===== src/rtl/lzgd_pkg.sv =====
// ----------------------------------------------------------------------------
// lzgd_pkg
// Shared types and constants for the tag-bit and gamma-length LZ depacker.
// ----------------------------------------------------------------------------
package lzgd_pkg;

   localparam int HISTORY_DEPTH_DEF = 65536;
   localparam int MAX_BURST_DEF     = 64;
   localparam int QUEUE_DEPTH       = 2;

   localparam logic [31:0] OFF_FAR    = 32'd32000;
   localparam logic [31:0] OFF_MID    = 32'd1280;
   localparam logic [31:0] OFF_NEAR   = 32'd128;
   localparam logic [31:0] TOTAL_MAX  = 32'hFFFF_FFFF;

   typedef enum logic [1:0] {
      ACT_BYTE   = 2'd0,
      ACT_RESUME = 2'd1,
      ACT_START  = 2'd2
   } action_type;

   typedef enum logic [1:0] {
      ST_NEED  = 2'd0,
      ST_PAUSE = 2'd1,
      ST_END   = 2'd2,
      ST_ERR   = 2'd3
   } status_type;

   typedef enum logic [4:0] {
      PH_FIRST   = 5'd0,
      PH_LIT     = 5'd1,
      PH_OFFBYTE = 5'd2,
      PH_SHORT   = 5'd3,
      PH_T0      = 5'd4,
      PH_T1      = 5'd5,
      PH_T2      = 5'd6,
      PH_M1V     = 5'd7,
      PH_M1C     = 5'd8,
      PH_MLV     = 5'd9,
      PH_MLC     = 5'd10,
      PH_RLV     = 5'd11,
      PH_RLC     = 5'd12,
      PH_NIB     = 5'd13,
      PH_COPY    = 5'd14,
      PH_HOLD    = 5'd15,
      PH_END     = 5'd16,
      PH_ERR     = 5'd17
   } phase_type;

   typedef enum logic [2:0] {
      ES_IDLE = 3'd0,
      ES_TAKE = 3'd1,
      ES_RUN  = 3'd2,
      ES_READ = 3'd3,
      ES_DONE = 3'd4
   } eng_state_type;

   typedef enum logic [1:0] {
      MS_IDLE = 2'd0,
      MS_READ = 2'd1,
      MS_SHOW = 2'd2
   } emit_state_type;

   typedef struct packed {
      logic [1:0] action;
      logic [7:0] data_byte;
   } item_type;

   typedef struct packed {
      logic        valid;
      status_type  status;
      logic [31:0] total;
   } hand_type;

   function automatic status_type phase_status(input phase_type ph);
      status_type st;
      case (ph)
         PH_END:  st = ST_END;
         PH_ERR:  st = ST_ERR;
         PH_COPY: st = ST_PAUSE;
         PH_HOLD: st = ST_PAUSE;
         default: st = ST_NEED;
      endcase
      return st;
   endfunction

endpackage


===== src/rtl/lzgd_front.sv =====
// ----------------------------------------------------------------------------
// lzgd_front
// Input queue that accepts transactions and holds them for the decoder.
// ----------------------------------------------------------------------------
module lzgd_front (
   input  logic              clock,
   input  logic              reset,
   input  logic              req_valid,
   output logic              req_ready,
   input  logic [1:0]        req_action,
   input  logic [7:0]        req_data_byte,
   output logic              item_valid,
   output lzgd_pkg::item_type item,
   input  logic              item_pop
);
   import lzgd_pkg::*;

   localparam int PW = (QUEUE_DEPTH > 1) ? $clog2(QUEUE_DEPTH) : 1;
   localparam int CW = $clog2(QUEUE_DEPTH + 1);

   item_type        slot_ff [QUEUE_DEPTH];
   logic [PW-1:0]   wr_ptr_ff, wr_ptr_in, rd_ptr_ff, rd_ptr_in;
   logic [CW-1:0]   fill_ff, fill_in;
   logic            push, pop;

   assign req_ready  = (fill_ff != CW'(QUEUE_DEPTH));
   assign push       = req_valid && req_ready;
   assign pop        = item_pop && item_valid;
   assign item_valid = (fill_ff != '0);
   assign item       = slot_ff[rd_ptr_ff];

   always_comb begin
      wr_ptr_in = wr_ptr_ff;
      rd_ptr_in = rd_ptr_ff;
      fill_in   = fill_ff;
      if (push) begin
         wr_ptr_in = (wr_ptr_ff == PW'(QUEUE_DEPTH - 1)) ? '0 : wr_ptr_ff + 1'b1;
      end
      if (pop) begin
         rd_ptr_in = (rd_ptr_ff == PW'(QUEUE_DEPTH - 1)) ? '0 : rd_ptr_ff + 1'b1;
      end
      if (push && !pop) begin
         fill_in = fill_ff + 1'b1;
      end else if (pop && !push) begin
         fill_in = fill_ff - 1'b1;
      end
   end

   always_ff @(posedge clock) begin
      if (reset) begin
         wr_ptr_ff <= '0;
         rd_ptr_ff <= '0;
         fill_ff   <= '0;
      end else begin
         wr_ptr_ff <= wr_ptr_in;
         rd_ptr_ff <= rd_ptr_in;
         fill_ff   <= fill_in;
      end
   end

   always_ff @(posedge clock) begin
      if (push) begin
         slot_ff[wr_ptr_ff] <= '{action: req_action, data_byte: req_data_byte};
      end
   end

endmodule


===== config.mk =====
export PLATFORM = sky130hd
export DESIGN_NAME = lzgd_front
export DESIGN_NICKNAME = d
export VERILOG_FILES = /design/src/rtl/lzgd_pkg.sv /design/src/rtl/lzgd_front.sv
export SDC_FILE = /design/constraint.sdc
export NUM_CORES = 1
export LEC_CHECK = 0
export ABC_AREA = 1
export BUFFER_PORTS_ARGS = -buffer_cell sky130_fd_sc_hd__buf_2
export CAP_MARGIN = 20
export CORE_MARGIN = 1.5
export CORE_UTILIZATION = 50
export CTS_CLUSTER_SIZE = 10
export DETAILED_ROUTE_END_ITERATION = 7
export MAX_ROUTING_LAYER = met4
export PLACE_DENSITY = 0.8
export SYNTH_ARGS = -nofsm -noshare
export SYNTH_HDL_FRONTEND = slang
export SYNTH_SLANG_ARGS = --single-unit

===== constraint.sdc =====
create_clock -name clock -period 1.7 [get_ports clock]
set_input_delay 0.085 -clock clock [delete_from_list [all_inputs] [get_ports clock]]
set_output_delay 0.085 -clock clock [all_outputs]
set_load 0.01 [all_outputs]

==> flow_metrics.env <==
export IMPL_rows=16
export IMPL_clockPowerShare_pct=14.8
export IMPL_grt_pass1_vias=568
export IMPL_nFillCells=162
export IMPL_grt_max_degree=15
export IMPL_slew_violations=0
export IMPL_outcome="finished, final reports clean"
export IMPL_yosys_area_top_type="edfxtp_1"
export IMPL_arrival_ns=1.30
export IMPL_grt_pass1_wl_mm=2.17
export IMPL_route_met3_wl_um=63
export IMPL_ys_ff_latch=25
export IMPL_yosysMostFrequentCell="edfxtp_1"
export IMPL_power_density_nw_per_um2=1270
export IMPL_overflow=0
export IMPL_vias=609
export IMPL_drt_pass1_iter_count=3
export IMPL_yosys_warnings=0
export IMPL_hpwl_mm=1.12
export IMPL_dr_wl_met2_um=859
export IMPL_endpoint_kind="output pin"
export IMPL_p_sw_share_pct=30.6
export IMPL_die_area_sq_um=2310
export IMPL_drtIter0Drc=9
export IMPL_hold_end="fill_ff[1]$_SDFFE_PP0P_"
export IMPL_clk_latency_ns=0.30
export IMPL_avgSynthCellArea_sq_um=14.9
export IMPL_portBuffers=25
export IMPL_clk_pin_slew_worst_paths_ns=0.13
export IMPL_hold_viol=0
export IMPL_worstSetupPathType="reg -> out"
export IMPL_holdWs_ns=0.0415
export IMPL_ys_async_sr_fraction_pct=0
export IMPL_post_synth_num_cell_types=16
export IMPL_wl_mm=1.53
export IMPL_yosysSeqAreaShare_pct=69.1
export IMPL_synthTopCellsByCount="edfxtp_1, mux2_4, nor2_1, inv_1, nand2_1"
export IMPL_synthFlopType="edfxtp_1"
export IMPL_clock_fmax_ghz=0.724
export IMPL_wl_per_cell_um=11.2
export IMPL_finalCritPeriodShare_pct=81.2
export IMPL_max_slew_worst_pin_slew_ns=0.182
export IMPL_combPwrFrac_pct=35.9
export IMPL_power_leakage_nw=0.563
export IMPL_place_gp_congestion=0.721
export IMPL_cts_max_level=1
export IMPL_holdPathStages=4
export IMPL_numCtsBuffers=3
export IMPL_maxSlewHeadroom_pct=87.9
export IMPL_cts_setup_buffers=0
export IMPL_antenna_found_initial=0
export IMPL_hp_start="reset"
export IMPL_final_net_count=125
export IMPL_pwr_share_seq_pct=49.3
export IMPL_route_detailed_drc=0
export IMPL_die_h_um=48.1
export IMPL_tns_ns=0
export IMPL_drv_cap=0
export IMPL_die_w_um=48.1
export IMPL_syn_num_nets=83
export IMPL_p_sw_w=0.000509
export IMPL_rr_worst_depth=10
export IMPL_drive_gt1_share_pct=43.1
export IMPL_syn_inst=68
export IMPL_via_per_inst=4.48
export IMPL_cp_start_kind="flop"
export IMPL_clock_sinks=25
export IMPL_highest_layer="met4"
export IMPL_cp_max_fo=10
export IMPL_diodes=0
export IMPL_synth_area_sq_um=1010
export IMPL_cts_tree="yes"
export IMPL_root_buffer="clkbuf_4"
export IMPL_rsz0062_at_grt="no"
export IMPL_synth_top_cell_area_share_pct=59.2
export IMPL_ys_top_cells_by_area="edfxtp_1, mux2_4, dfxtp_1"
export IMPL_hold_path_class="in -> reg"
export IMPL_reg2reg_from="fill_ff[0]$_SDFFE_PP0P_"
export IMPL_worst_r2r_endpoint="fill_ff[1]$_SDFFE_PP0P_"
export IMPL_ant_nets=0
export IMPL_coreArea_sq_um=1940
export IMPL_synth_edf_count=20
export IMPL_clock_skew_ns=0.00437
export IMPL_initial_utilization_pct=52.3
export IMPL_p_int_w=0.00115
export IMPL_wl_met1_um=583
export IMPL_cp_required_ns=1.62
export IMPL_reg2reg_slack_ns=0.35
export IMPL_area_delta_synth_final_pct=29.3
export IMPL_cts_buffer_depth=2
export IMPL_track_usage_pct=15.0
export IMPL_ioPinCount=26
export IMPL_setup_viol=0
export IMPL_ir_drop_v=0.000871
export IMPL_min_period_ns=1.38
-- metal layers --
metal	vias up	GRT usage (%)
met5	-	-
met4	0	8.11
met3	2	3.40
met2	16	28.0
met1	273	13.7
li1	318	-
-- power groups by stage --
| stage | combinational, W | clock [W] | sequential (W) |
|---|---|---|---|
| finish | 0.000597 | 0.000247 | 0.000820 |
| global route | 0.000664 | 0.000277 | 0.000829 |
| CTS | 0.000608 | 0.000255 | 0.000821 |
| detailed placement | 0.000588 | 0 | 0.000836 |
| global placement | 0.000564 | 0 | 0.000827 |
| floorplan | 0.000419 | 0 | 0.000825 |
-- layout make-up --
class                           instances  area (sq um)  area share (%)
Inverter                                8          31.3            2.38
Multi-Input combinational cell         34           272            20.7
Sequential cell                        25           701            53.4
Tap cell                               27          33.8            2.57
Clock buffer                            3          22.5            1.72
Clock inverter                          1          5.00           0.381
Timing Repair Buffer                   38           248            18.9
-- what timing repair did --
action | in CTS | in global routing
gates resized for setup | 0 | 0
endpoints found under the setup margin | 0 | 0
hold buffers | 10 | 0
hold endpoints to repair | 20 | 0
-- through the flow --
step	setup WS [ns]	instance area, sq um	utilization [%]	std cells	power [W]
5_1_grt	0.239	1310	67.6	136	0.00177
2_1_floorplan	0.321	1010	-	68	0.00124
6_report	0.319	1310	67.6	136	0.00166
3_3_place_gp	0.446	1180	61.0	122	0.00139
3_5_place_dp	0.358	1180	61.0	122	0.00142
4_1_cts	0.301	1310	67.6	136	0.00168
-- worst max-delay path: stages (launching register included) --
cell and delay [ns]:
dfxtp_1 0.33, buf_4 0.21, mux2_4 0.31, buf_2 0.14
-- flip-flops by register name, indices dropped and copies added (netlist names), named ones only --
register   count
fill_ff        2
slot_ff       20
rd_ptr_ff      1
wr_ptr_ff      1
-- placed cells by master (no fill, tap or decap), drive strengths merged --
master       count
a21oi            2
buf             28
clkbuf           3
clkinv           2
dfxtp            5
dlygate4sd3     10
edfxtp          20
ha               1
inv              7
mux2            10
nand2            9
nand3            2
nand4            1
nor2             7
o21ai            2
-- logic make-up (layout without fill, tap and decap cells) --
logic type | Yosys count | count (layout) | share of synthesized area, %
flip-flops | 25 | 25 | 69.1
AND/OR/NAND/NOR | 19 | 19 | 8.76
multiplexers | 10 | 10 | 14.8
buffers and inverters | 9 | 50 | 4.19
AO/OA/AOI/OAI | 4 | 4 | 1.97
adder cells (fa/ha/maj) | 1 | 1 | 1.23
-- how the worst max path moves through the flow --
stage / slack [ns] / from / depth (start not counted) / end
final: 0.32 / flop / 3 / item[0]
after global routing: 0.24 / fill_ff[0]$_SDFFE_PP0P_ / 10 / fill_ff[1]$_SDFFE_PP0P_
after CTS: 0.30 / flop / 3 / item[0]
after detailed placement: 0.36 / fill_ff[0]$_SDFFE_PP0P_ / 10 / fill_ff[1]$_SDFFE_PP0P_
after global placement: 0.45 / fill_ff[0]$_SDFFE_PP0P_ / 10 / fill_ff[1]$_SDFFE_PP0P_
after floorplan: 0.32 / fill_ff[0]$_SDFFE_PP0P_ / 4 / slot_ff[1][0]$_DFFE_PP_
No activity file was read; power rests on OpenSTA's default activity.
